**config.mk**
```make
export PLATFORM = sky130hd
export DESIGN_NAME = rational_add_mul_reduce_core
export DESIGN_NICKNAME = d
export VERILOG_FILES = /design/src/hdl/ramr_pkg.sv /design/src/hdl/ramr_front.sv /design/src/hdl/ramr_queue.sv /design/src/hdl/ramr_back.sv /design/src/hdl/rational_add_mul_reduce_core.sv
export SDC_FILE = /design/constraint.sdc
export NUM_CORES = 2
export LEC_CHECK = 0
export BUFFER_PORTS_ARGS = -buffer_cell sky130_fd_sc_hd__buf_2
export CORE_UTILIZATION = 65
export DETAILED_ROUTE_END_ITERATION = 12
export HOLD_SLACK_MARGIN = 0.03
export PLACE_DENSITY = 0.82
export SLEW_MARGIN = 25
export SYNTH_ARGS = -nofsm -noshare
export SYNTH_HDL_FRONTEND = slang
export SYNTH_SLANG_ARGS = --single-unit
```
**constraint.sdc**
```tcl
create_clock -name clk_i -period 17.1 [get_ports clk_i]
set_input_delay 0.855 -clock clk_i [delete_from_list [all_inputs] [get_ports clk_i]]
set_output_delay 0.855 -clock clk_i [all_outputs]
set_load 0.005 [all_outputs]
```
**src/hdl/ramr_pkg.sv**
```systemverilog
// ----------------------------------------------------------------------------
// ramr_pkg: shared definitions for the rational add/multiply/reduce core
// Widths and the queue depth shared by the parts of the core.
// ----------------------------------------------------------------------------
package ramr_pkg;

  localparam int unsigned OperandWidth = 16;
  localparam int unsigned NumWidth     = 33;
  localparam int unsigned DenWidth     = 32;
  localparam int unsigned QueueDepth   = 2;

endpackage

```
**src/hdl/ramr_front.sv**
```systemverilog
// ----------------------------------------------------------------------------
// ramr_front: operand intake
// Turns the operands into sign/magnitude form, forms the exact raw numerator
// and denominator in registered steps and hands them on as one beat.
// ----------------------------------------------------------------------------
module ramr_front #(
  parameter int unsigned OW = ramr_pkg::OperandWidth,
  parameter int unsigned MW = 2 * OW + 1
) (
  input  logic          clk_i,
  input  logic          rst_ni,
  input  logic          push_i,
  output logic          full_o,
  input  logic          op_i,
  input  logic [OW-1:0] a_num_i,
  input  logic [OW-1:0] a_den_i,
  input  logic [OW-1:0] b_num_i,
  input  logic [OW-1:0] b_den_i,
  output logic          valid_o,
  input  logic          ready_i,
  output logic          p_neg_o,
  output logic [MW-1:0] p_mag_o,
  output logic          q_neg_o,
  output logic [MW-1:0] q_mag_o
);
  localparam int unsigned PW = 2 * OW;

  // Stage 0 holds operands, stage 1 the products, stage 2 the raw pair.
  logic [1:0]    st_q, st_d;
  logic          op_q;
  logic [OW:0]   an_q, ad_q, bn_q, bd_q; // sign at top, magnitude below
  logic [PW-1:0] m0_q, m1_q, m2_q;
  logic          s0_q, s1_q, s2_q;
  logic          pn_q, qn_q;
  logic [MW-1:0] pm_q, qm_q;

  localparam logic [1:0] StIdle = 2'd0;
  localparam logic [1:0] StMul  = 2'd1;
  localparam logic [1:0] StAdd  = 2'd2;
  localparam logic [1:0] StOut  = 2'd3;

  function automatic logic [OW:0] to_sm(input logic [OW-1:0] v);
    logic [OW-1:0] m;
    m = v[OW-1] ? (~v + 1'b1) : v;
    return {v[OW-1], m};
  endfunction

  assign full_o  = (st_q != StIdle);
  assign valid_o = (st_q == StOut);
  assign p_neg_o = pn_q;
  assign p_mag_o = pm_q;
  assign q_neg_o = qn_q;
  assign q_mag_o = qm_q;

  always_comb begin
    st_d = st_q;
    unique case (st_q)
      StIdle: if (push_i) st_d = StMul;
      StMul:  st_d = StAdd;
      StAdd:  st_d = StOut;
      StOut:  if (ready_i) st_d = StIdle;
      default: st_d = StIdle;
    endcase
  end

  always_ff @(posedge clk_i or negedge rst_ni) begin
    if (!rst_ni) st_q <= StIdle;
    else st_q <= st_d;
  end

  always_ff @(posedge clk_i) begin
    if (st_q == StIdle && push_i) begin
      op_q <= op_i;
      an_q <= to_sm(a_num_i);
      ad_q <= to_sm(a_den_i);
      bn_q <= to_sm(b_num_i);
      bd_q <= to_sm(b_den_i);
    end
    if (st_q == StMul) begin
      m0_q <= PW'(an_q[OW-1:0]) * PW'(op_q ? bn_q[OW-1:0] : bd_q[OW-1:0]);
      s0_q <= an_q[OW] ^ (op_q ? bn_q[OW] : bd_q[OW]);
      m1_q <= PW'(bn_q[OW-1:0]) * PW'(ad_q[OW-1:0]);
      s1_q <= bn_q[OW] ^ ad_q[OW];
      m2_q <= PW'(ad_q[OW-1:0]) * PW'(bd_q[OW-1:0]);
      s2_q <= ad_q[OW] ^ bd_q[OW];
    end
    if (st_q == StAdd) begin
      qm_q <= MW'(m2_q);
      qn_q <= s2_q && (m2_q != '0);
      if (op_q || m1_q == '0) begin
        pm_q <= MW'(m0_q);
        pn_q <= s0_q && (m0_q != '0);
      end else if (m0_q == '0) begin
        pm_q <= MW'(m1_q);
        pn_q <= s1_q;
      end else if (s0_q == s1_q) begin
        pm_q <= MW'(m0_q) + MW'(m1_q);
        pn_q <= s0_q;
      end else if (m0_q >= m1_q) begin
        pm_q <= MW'(m0_q - m1_q);
        pn_q <= s0_q && (m0_q != m1_q);
      end else begin
        pm_q <= MW'(m1_q - m0_q);
        pn_q <= s1_q;
      end
    end
  end
endmodule

```
**src/hdl/ramr_queue.sv**
```systemverilog
// ----------------------------------------------------------------------------
// ramr_queue: small register queue between front and back parts
// Holds raw pairs so that intake and reduction stall independently.
// ----------------------------------------------------------------------------
module ramr_queue #(
  parameter int unsigned W     = 8,
  parameter int unsigned Depth = ramr_pkg::QueueDepth
) (
  input  logic         clk_i,
  input  logic         rst_ni,
  input  logic         wr_valid_i,
  output logic         wr_ready_o,
  input  logic [W-1:0] wr_data_i,
  output logic         rd_valid_o,
  input  logic         rd_ready_i,
  output logic [W-1:0] rd_data_o
);
  localparam int unsigned AW = (Depth > 1) ? $clog2(Depth) : 1;
  localparam int unsigned CW = $clog2(Depth + 1);

  logic [W-1:0]  mem_q [Depth];
  logic [AW-1:0] wp_q, rp_q;
  logic [CW-1:0] cnt_q;
  logic          wr, rd;

  assign wr_ready_o = (cnt_q != CW'(Depth));
  assign rd_valid_o = (cnt_q != '0);
  assign rd_data_o  = mem_q[rp_q];
  assign wr = wr_valid_i && wr_ready_o;
  assign rd = rd_valid_o && rd_ready_i;

  always_ff @(posedge clk_i or negedge rst_ni) begin
    if (!rst_ni) begin
      wp_q  <= '0;
      rp_q  <= '0;
      cnt_q <= '0;
    end else begin
      if (wr) wp_q <= (wp_q == AW'(Depth - 1)) ? '0 : wp_q + 1'b1;
      if (rd) rp_q <= (rp_q == AW'(Depth - 1)) ? '0 : rp_q + 1'b1;
      if (wr && !rd) cnt_q <= cnt_q + 1'b1;
      else if (rd && !wr) cnt_q <= cnt_q - 1'b1;
    end
  end

  always_ff @(posedge clk_i) begin
    if (wr) mem_q[wp_q] <= wr_data_i;
  end
endmodule

```
**src/hdl/ramr_back.sv**
```systemverilog
// ----------------------------------------------------------------------------
// ramr_back: gcd reduction
// One shared restoring divider, one quotient bit per cycle, runs Euclid's
// remainder steps, then two exact divisions by the gcd; zero q flags an error.
// ----------------------------------------------------------------------------
module ramr_back #(
  parameter int unsigned OW = ramr_pkg::OperandWidth,
  parameter int unsigned MW = 2 * OW + 1
) (
  input  logic          clk_i,
  input  logic          rst_ni,
  input  logic          valid_i,
  output logic          ready_o,
  input  logic          p_neg_i,
  input  logic [MW-1:0] p_mag_i,
  input  logic          q_neg_i,
  input  logic [MW-1:0] q_mag_i,
  output logic          empty_o,
  input  logic          pop_i,
  output logic [ramr_pkg::NumWidth-1:0] res_num_o,
  output logic [ramr_pkg::DenWidth-1:0] res_den_o,
  output logic          div_error_o
);
  import ramr_pkg::*;

  localparam int unsigned BW = $clog2(MW + 1);

  localparam logic [2:0] StIdle = 3'd0;
  localparam logic [2:0] StDiv  = 3'd1;
  localparam logic [2:0] StGcd  = 3'd2;
  localparam logic [2:0] StNum  = 3'd3;
  localparam logic [2:0] StDen  = 3'd4;
  localparam logic [2:0] StOut  = 3'd5;

  localparam logic [1:0] PhGcd = 2'd0;
  localparam logic [1:0] PhNum = 2'd1;
  localparam logic [1:0] PhDen = 2'd2;

  logic [2:0]    st_q;
  logic [1:0]    ph_q;       // what the running division is for
  logic          pn_q, qn_q, odd_q;
  logic [MW-1:0] pm_q, qm_q, y_q, nq_q;
  // Divider state.
  logic [MW-1:0] dvd_q, rem_q;
  logic [BW-1:0] bit_q;
  logic [MW:0]   trial;
  logic [MW-1:0] rem_n, dvd_n;
  logic          g_neg, rn_neg, rd_neg;
  logic [NumWidth-1:0] num_q;
  logic [DenWidth-1:0] den_q;
  logic          err_q;

  assign trial   = {rem_q, dvd_q[MW-1]};
  assign rem_n   = (trial >= {1'b0, y_q}) ? MW'(trial - {1'b0, y_q}) : trial[MW-1:0];
  assign dvd_n   = {dvd_q[MW-2:0], (trial >= {1'b0, y_q})};
  assign g_neg   = odd_q ? pn_q : qn_q;
  assign rn_neg  = (nq_q != '0) && (pn_q != g_neg);
  assign rd_neg  = (qn_q != g_neg);

  assign ready_o     = (st_q == StIdle);
  assign empty_o     = (st_q != StOut);
  assign res_num_o   = num_q;
  assign res_den_o   = den_q;
  assign div_error_o = err_q;

  always_ff @(posedge clk_i or negedge rst_ni) begin
    if (!rst_ni) begin
      st_q <= StIdle;
    end else begin
      unique case (st_q)
        StIdle: if (valid_i) st_q <= (q_mag_i == '0) ? StOut : StDiv;
        StDiv:  if (bit_q == BW'(1)) st_q <= (ph_q == PhGcd) ? StGcd
                                           : (ph_q == PhNum) ? StNum : StDen;
        StGcd:  st_q <= StDiv;
        StNum:  st_q <= StDiv;
        StDen:  st_q <= StOut;
        StOut:  if (pop_i) st_q <= StIdle;
        default: st_q <= StIdle;
      endcase
    end
  end

  always_ff @(posedge clk_i) begin
    unique case (st_q)
      StIdle: if (valid_i) begin
        pn_q  <= p_neg_i;
        pm_q  <= p_mag_i;
        qn_q  <= q_neg_i;
        qm_q  <= q_mag_i;
        y_q   <= q_mag_i;
        dvd_q <= p_mag_i;
        rem_q <= '0;
        bit_q <= BW'(MW);
        odd_q <= 1'b0;
        ph_q  <= PhGcd;
        err_q <= (q_mag_i == '0);
        num_q <= '0;
        den_q <= '0;
      end
      StDiv: begin
        rem_q <= rem_n;
        dvd_q <= dvd_n;
        bit_q <= bit_q - 1'b1;
      end
      StGcd: begin
        bit_q <= BW'(MW);
        if (rem_q == '0) begin
          // y now holds the gcd magnitude; divide the numerator by it.
          ph_q  <= PhNum;
          dvd_q <= pm_q;
          rem_q <= '0;
        end else begin
          y_q   <= rem_q;
          dvd_q <= y_q;
          rem_q <= '0;
          odd_q <= ~odd_q;
        end
      end
      StNum: begin
        nq_q  <= dvd_q;
        ph_q  <= PhDen;
        dvd_q <= qm_q;
        rem_q <= '0;
        bit_q <= BW'(MW);
      end
      StDen: begin
        num_q <= rn_neg ? NumWidth'(~nq_q + 1'b1) : NumWidth'(nq_q);
        den_q <= rd_neg ? DenWidth'(~dvd_q + 1'b1) : DenWidth'(dvd_q);
      end
      default: ;
    endcase
  end
endmodule

```
**src/hdl/rational_add_mul_reduce_core.sv**
```systemverilog
// ----------------------------------------------------------------------------
// rational_add_mul_reduce_core: rational add/multiply with gcd reduction
// Front part forms the exact raw fraction, back part reduces it by Euclid.
// ----------------------------------------------------------------------------
// An item passes operand capture, products and add steps in the front part;
// in the back part it takes one (2*OPERAND_WIDTH+1)-bit restoring division
// for each Euclid remainder step, then two more such divisions for the
// reduced numerator and denominator. The single shared divider sets the
// rate; a two-entry queue lets the front take the next item while the back
// part is reducing.
module rational_add_mul_reduce_core #(
  parameter int unsigned OPERAND_WIDTH = ramr_pkg::OperandWidth
) (
  input  logic                          clk_i,
  input  logic                          rst_ni,
  input  logic                          push,
  output logic                          full,
  input  logic                          op_i,
  input  logic [OPERAND_WIDTH-1:0]      a_num_i,
  input  logic [OPERAND_WIDTH-1:0]      a_den_i,
  input  logic [OPERAND_WIDTH-1:0]      b_num_i,
  input  logic [OPERAND_WIDTH-1:0]      b_den_i,
  output logic                          empty,
  input  logic                          pop,
  output logic [ramr_pkg::NumWidth-1:0] res_num_o,
  output logic [ramr_pkg::DenWidth-1:0] res_den_o,
  output logic                          div_error_o
);
  import ramr_pkg::*;

  localparam int unsigned MW = 2 * OPERAND_WIDTH + 1;
  localparam int unsigned QW = 2 * MW + 2;

  logic          f_valid, f_ready, b_valid, b_ready;
  logic          p_neg, q_neg;
  logic [MW-1:0] p_mag, q_mag;
  logic [QW-1:0] q_out;

  ramr_front #(.OW(OPERAND_WIDTH), .MW(MW)) u_front (
    .clk_i, .rst_ni, .push_i(push), .full_o(full), .op_i,
    .a_num_i, .a_den_i, .b_num_i, .b_den_i,
    .valid_o(f_valid), .ready_i(f_ready),
    .p_neg_o(p_neg), .p_mag_o(p_mag), .q_neg_o(q_neg), .q_mag_o(q_mag)
  );

  ramr_queue #(.W(QW), .Depth(QueueDepth)) u_queue (
    .clk_i, .rst_ni,
    .wr_valid_i(f_valid), .wr_ready_o(f_ready),
    .wr_data_i({p_neg, p_mag, q_neg, q_mag}),
    .rd_valid_o(b_valid), .rd_ready_i(b_ready), .rd_data_o(q_out)
  );

  ramr_back #(.OW(OPERAND_WIDTH), .MW(MW)) u_back (
    .clk_i, .rst_ni, .valid_i(b_valid), .ready_o(b_ready),
    .p_neg_i(q_out[QW-1]), .p_mag_i(q_out[QW-2:MW+1]),
    .q_neg_i(q_out[MW]), .q_mag_i(q_out[MW-1:0]),
    .empty_o(empty), .pop_i(pop),
    .res_num_o, .res_den_o, .div_error_o
  );
endmodule
```
Word level (Yosys, flattened, before mapping)
Memory sizes are Yosys's and may differ from the RTL's.
Index checks and enable logic that the tools add are counted.

storage, ports and cells
  register bits = 519
  output and inout port bits = 68
  RAM bits = 134
  logic and storage cells = 186
  memories = 1
  input port bits = 69

cells by class
  bitwise gates (word level) = 10
  equal/unequal tests = 23
  add/subtract/negate cells = 15
  $lt $le $gt $ge = 2
  reduce and logical (&&, ||, !) cells = 40
  multipliers = 3
  muxes and demuxes = 53

memory list
  name           words  bits a word  read ports  clocked after Yosys merged registers in  write ports  RTL line          text
  u_queue.mem_q  2      67           1           0                                        1            ramr_queue.sv:21  logic [W-1:0] mem_q [Depth];

operator list
  operator                                        number
  2-to-1 mux 33 bit                               9
  case mux 33 bit (2 select lines)                2
  case mux 33 bit (4 select lines)                1
  2-to-1 mux 32 bit                               4
  case mux 33 bit (3 select lines)                1
  logical NOT 33 bit                              2
  subtractor 32 x 32 -> 33 bit                    2
  adder 16 x 1 -> 16 bit (second input constant)  4
  logical NOT 32 bit                              2
  multiplier 16 x 16 -> 32 bit                    2
  NOT 16 bit                                      4
  case mux 32 bit (2 select lines)                1
  nonzero test 32 bit                             2
  2-to-1 mux 15 bit                               4
  greater-or-equal comparator 34 x 33 -> 1 bit    1
  adder 32 x 32 -> 33 bit                         1
  adder 33 x 1 -> 33 bit (second input constant)  1
  NOT 33 bit                                      1
  nonzero test 33 bit                             1
  subtractor 33 bit                               1
  adder 32 x 1 -> 32 bit (second input constant)  1
  greater-or-equal comparator 32 bit              1
  multiplier 16 x 32 -> 32 bit                    1
  != test 32 bit                                  1
  39 further kinds                                96

Depth between registers and ports, before layout
  word-level depth = 6
  mapped depth = 28
  depth with buffers taken out = 25

Modules after synthesis
From an unflattened synthesis, not the netlist that was laid out.

unflattened totals
  cell total of the unflattened synthesis = 5793
  area, all modules = 59261.8 um^2

modules (own cells, without submodules)
  module      seq. area each (um^2)  times used  area each (um^2)  cells an instance
  ramr_front  7106.8                 1           39464.1           4231
  ramr_back   8333.0                 1           14654.1           1332
  ramr_queue  4184.0                 1           5143.7            230

Least setup slack after synthesis
No wires, ideal clock.

  kind = reg-to-reg
  start = register u_front.op_q
  end = register u_front.m0_q[31] (data pin)
  path buffers = 3
  cell stages (with the launch flop) = 29
  clock period less this slack = 7.580 ns
  required time = 16.840 ns
  setup time = 0.260 ns
  arrival = 7.320 ns
  slack = 9.520 ns
  path through = edfxtp_1 -> clkbuf_1 -> clkbuf_1 -> mux2_2 -> clkbuf_1 -> nand2_1 -> fa_1 -> inv_1 -> fa_1 -> inv_1 -> fa_1 -> inv_1 -> fa_1 -> fa_1 -> inv_1 -> fa_1 -> inv_1 -> ha_1 -> and3_4 -> and2_1 -> a221o_1 -> a31o_2 -> nor3b_1 -> o311ai_1 -> nand3_1 -> or4_1 -> a31o_1 -> a21oi_2 -> xnor2_1

between the ends
  word-level cells in the longest chain between the ends = 2

ends and longest elaborated chain
  item                          RTL line          text
  from (decl)                   ramr_front.sv:30  logic op_q;
  from (signal assigned)        ramr_front.sv:73  op_q <= op_i;
  2-to-1 mux 16 bit             ramr_front.sv:80  m0_q <= PW'(an_q[OW-1:0]) * PW'(op_q ? bn_q[OW-1:0] : bd_q[OW-1:0]);
  multiplier 16 x 32 -> 32 bit  ramr_front.sv:80
  to (signal assigned)          ramr_front.sv:80
  to (decl)                     ramr_front.sv:32  logic [PW-1:0] m0_q, m1_q, m2_q;

Every way passes these cells.
A chain may end at the register's enable or synchronous reset.

Worst setup path after layout
Ends and elaborated chain as after synthesis.

==> flow_metrics.py <==
metrics = {
    "clock_tree": {
        "path_clk_slew_ps": 60,
        "cts-root-buf": "clkbuf_16",
        "insertion_delay_ps": 660,
        "cts_setup_buffers": 0,
        "htree_levels": 3,
        "clock_sinks": 652,
        "cts_tree": "done",
        "cts_buffers": 71,
        "post_cts_resized": 0,
        "cts-hold-fix-buffers": 0,
        "cts.path.max_buffers": 3,
    },
    "placed_design": {
        "hpwl_um": 115000,
        "gp_congestion": 1.02,
        "io_buffers": 136,
    },
    "worst_setup_path": {
        "critPathLaunchType": "flop",
        "crit_type": "reg -> reg",
        "critical-path-top-delay-family": "adder cells",
        "critPathMaxFanout": 18,
        "cp-startpoint": "u_front.op_q",
        "crit_top_cell": "fa_1",
        "r2r_cells": 24,
        "r2r_end": "u_front.m0_q[31]",
        "cp_slowest_cell": "edfxtp_1",
        "arrival_ps": 8350,
        "critPathMaxStageDelay_ps": 830,
        "r2r-start": "u_front.op_q",
        "worstPathRequired_ps": 17460,
        "r2r_slack_ps": 9110,
        "end_kind": "flop",
        "path_cells": "mux2_2 > and2_1 > fa_1 > inv_1 > fa_1 > fa_1 > inv_1 > fa_1 > fa_1 > inv_1 > fa_1 > inv_1 > ha_1 > and3_4 > and2_1 > a221o_1 > a31o_2 > nor3b_1 > o311ai_1 > nand3_1 > or4_1 > a31o_1 > a21oi_2 > xnor2_1",
        "path_buf_inv": 4,
    },
    "yosys": {
        "yosys_warnings": 0,
        "netlist_instances": 5727,
        "synth-seq-cells": 652,
        "yosys.area.top_type_share_pct": 32.8,
        "seq_area_frac_synth_pct": 33.2,
        "syn-mean-instance-area_sq_um": 10.3,
        "synthFlopType": "edfxtp_1",
        "synthTopCellsByArea": "edfxtp_1 (33%), fa_1 (20%), ha_1 (9.7%)",
        "synth_edf_count": 643,
        "async_flop_share_pct": 1.38,
        "synth_nets": 6838,
        "synth_area_sq_um": 58800,
        "yosysUniqueCellTypes": 99,
        "yosys.area.top_type": "edfxtp_1",
    },
    "global_routing": {
        "grt_start_max_net_pins": 74,
        "overflow": 0,
        "first_global_vias": 43600,
        "antenna_found_initial": 3,
        "grt_pass1_wl_um": 240000,
        "grtUsageTotal_pct": 34.2,
    },
    "routing": {
        "drc": 0,
        "num_vias": 42400,
        "antenna_left": 0,
        "finalWirelength_um": 153000,
        "wl_per_cell_um": 21.9,
        "dr.pass1.iters": 8,
        "drtIter0Drc": 3775,
        "via_per_inst": 6.09,
    },
    "floorplan": {
        "start_util_pct": 66.0,
        "row_count": 109,
        "ios": 137,
        "die_area_sq_um": 91700,
        "fp.dieW_um": 303,
        "die-height_um": 303,
        "core_sq_um": 89100,
    },
    "timing": {
        "tns_ps": 0,
        "setup_viol": 0,
        "slew_violations": 0,
        "skew_ps": 49.7,
        "whs_ps": 56.5,
        "worst_slew_pin_slew_ps": 967,
        "clock.fmax_mhz": 125,
        "hold_violations": 0,
        "rsz0062_at_grt": "false",
        "relSlewSlack_pct": 35.5,
        "fin_crit_sh_pct": 46.7,
        "finalCriticalPeriod_ps": 7990,
    },
    "layout": {
        "utilization_pct": 70.4,
        "area_growth_pct": 6.56,
        "fin_nets": 6850,
        "drive_gt1_share_pct": 7.03,
    },
    "job": {
        "cap_violations": 0,
    },
    "run_status": {
        "status": "complete, no violations",
    },
    "worst_hold_path": {
        "hold_path.class": "in -> async",
    },
}
## registers in the layout, indices dropped and copies added (netlist names), 33 cells and up
register / cells
u_back.dvd_q: 33
u_back.nq_q: 33
u_front.p_mag_o: 33
u_back.rem_q: 33
u_queue.mem_q: 134
u_back.res_num_o: 33
u_back.pm_q: 33
u_back.y_q: 33
## how the worst max path moves through the flow
stage | end | slack (ps) | depth (start not counted)
3_3_place_gp | u_front.m0_q[31] | 9280 | 24
5_1_grt | u_front.m0_q[31] | 8760 | 24
6_report | u_front.m0_q[31] | 9110 | 24
2_1_floorplan | u_front.m0_q[31] | 9520 | 28
4_1_cts | u_front.m0_q[31] | 9130 | 24
3_5_place_dp | u_front.m0_q[31] | 9170 | 24
## layout make-up
| type | instances | area [sq um] |
|---|---|---|
| multi-input cells | 3974 | 35100 |
| flip-flops and latches | 652 | 19500 |
| inverters | 862 | 3240 |
| clock buffers | 89 | 1880 |
| repair buffers | 178 | 996 |
| fillers | 6387 | 26400 |
| diodes | 1 | 2.50 |
| clock inverters | 37 | 439 |
| well taps | 1165 | 1460 |
## layer usage
| metal | share of wire, % | track usage [%] | vias to the layer above |
|---|---|---|---|
| met4 | 5.5 | 17.0 | 6 |
| li1 | - | - | 19100 |
| met5 | 0.027 | 0 | - |
| met1 | 38 | 42.4 | 20800 |
| met3 | 8.1 | 6.37 | 458 |
| met2 | 48 | 57.7 | 2023 |
## logic make-up after synthesis
kind of cell	after synthesis	synth area share [%]
XOR/XNOR	259	3.86
multiplexers	164	2.92
flip-flops	652	33.2
AO/OA/AOI/OAI	851	9.39
AND/OR/NAND/NOR	1658	13.8
buffers and inverters	1101	7.20
adder cells (fa/ha/maj)	1042	29.6
## cell usage in the layout, fill, tap and decap left out, types with 34 or more instances in the layout
cell and instances:
or3_1 45, xnor2_1 175, o21bai_1 42, nand3_1 52, xor2_1 82, edfxtp_1 643
nand2b_1 34, and2_1 383, fa_1 586, mux2_2 57, nor3_1 66, buf_4 42
o31ai_1 39, a21o_1 84, buf_2 136, clkbuf_16 72, nand2_1 575, nor4_1 46
inv_1 859, nor2_1 315, ha_1 454, o21ai_0 126, mux2i_1 106, a21oi_1 313
## synthesized netlist by cell type (43+ instances only)
cell type	count
fa_1	586
a21o_1	84
nand2_1	578
o21ai_0	126
xor2_1	83
nor4_1	46
inv_1	860
nor2_1	317
nor3_1	68
or3_1	45
mux2i_1	106
edfxtp_1	643
ha_1	456
a21oi_1	313
mux2_2	57
and2_1	383
nand3_1	52
xnor2_1	176
o21bai_1	43
clkbuf_1	202
## metrics by stage
stage	setup WS, ps	area, sq um	instances
after global routing	8760	62700	6957
after CTS	9130	62700	6957
after floorplan	9520	58800	5727
after detailed placement	9170	60400	6831
final	9110	62700	6958
after global placement	9280	60400	6831
Power is left out: the tool's default activity adds up to more than one toggle a clock period on the data nets, which glitch-free logic cannot reach.
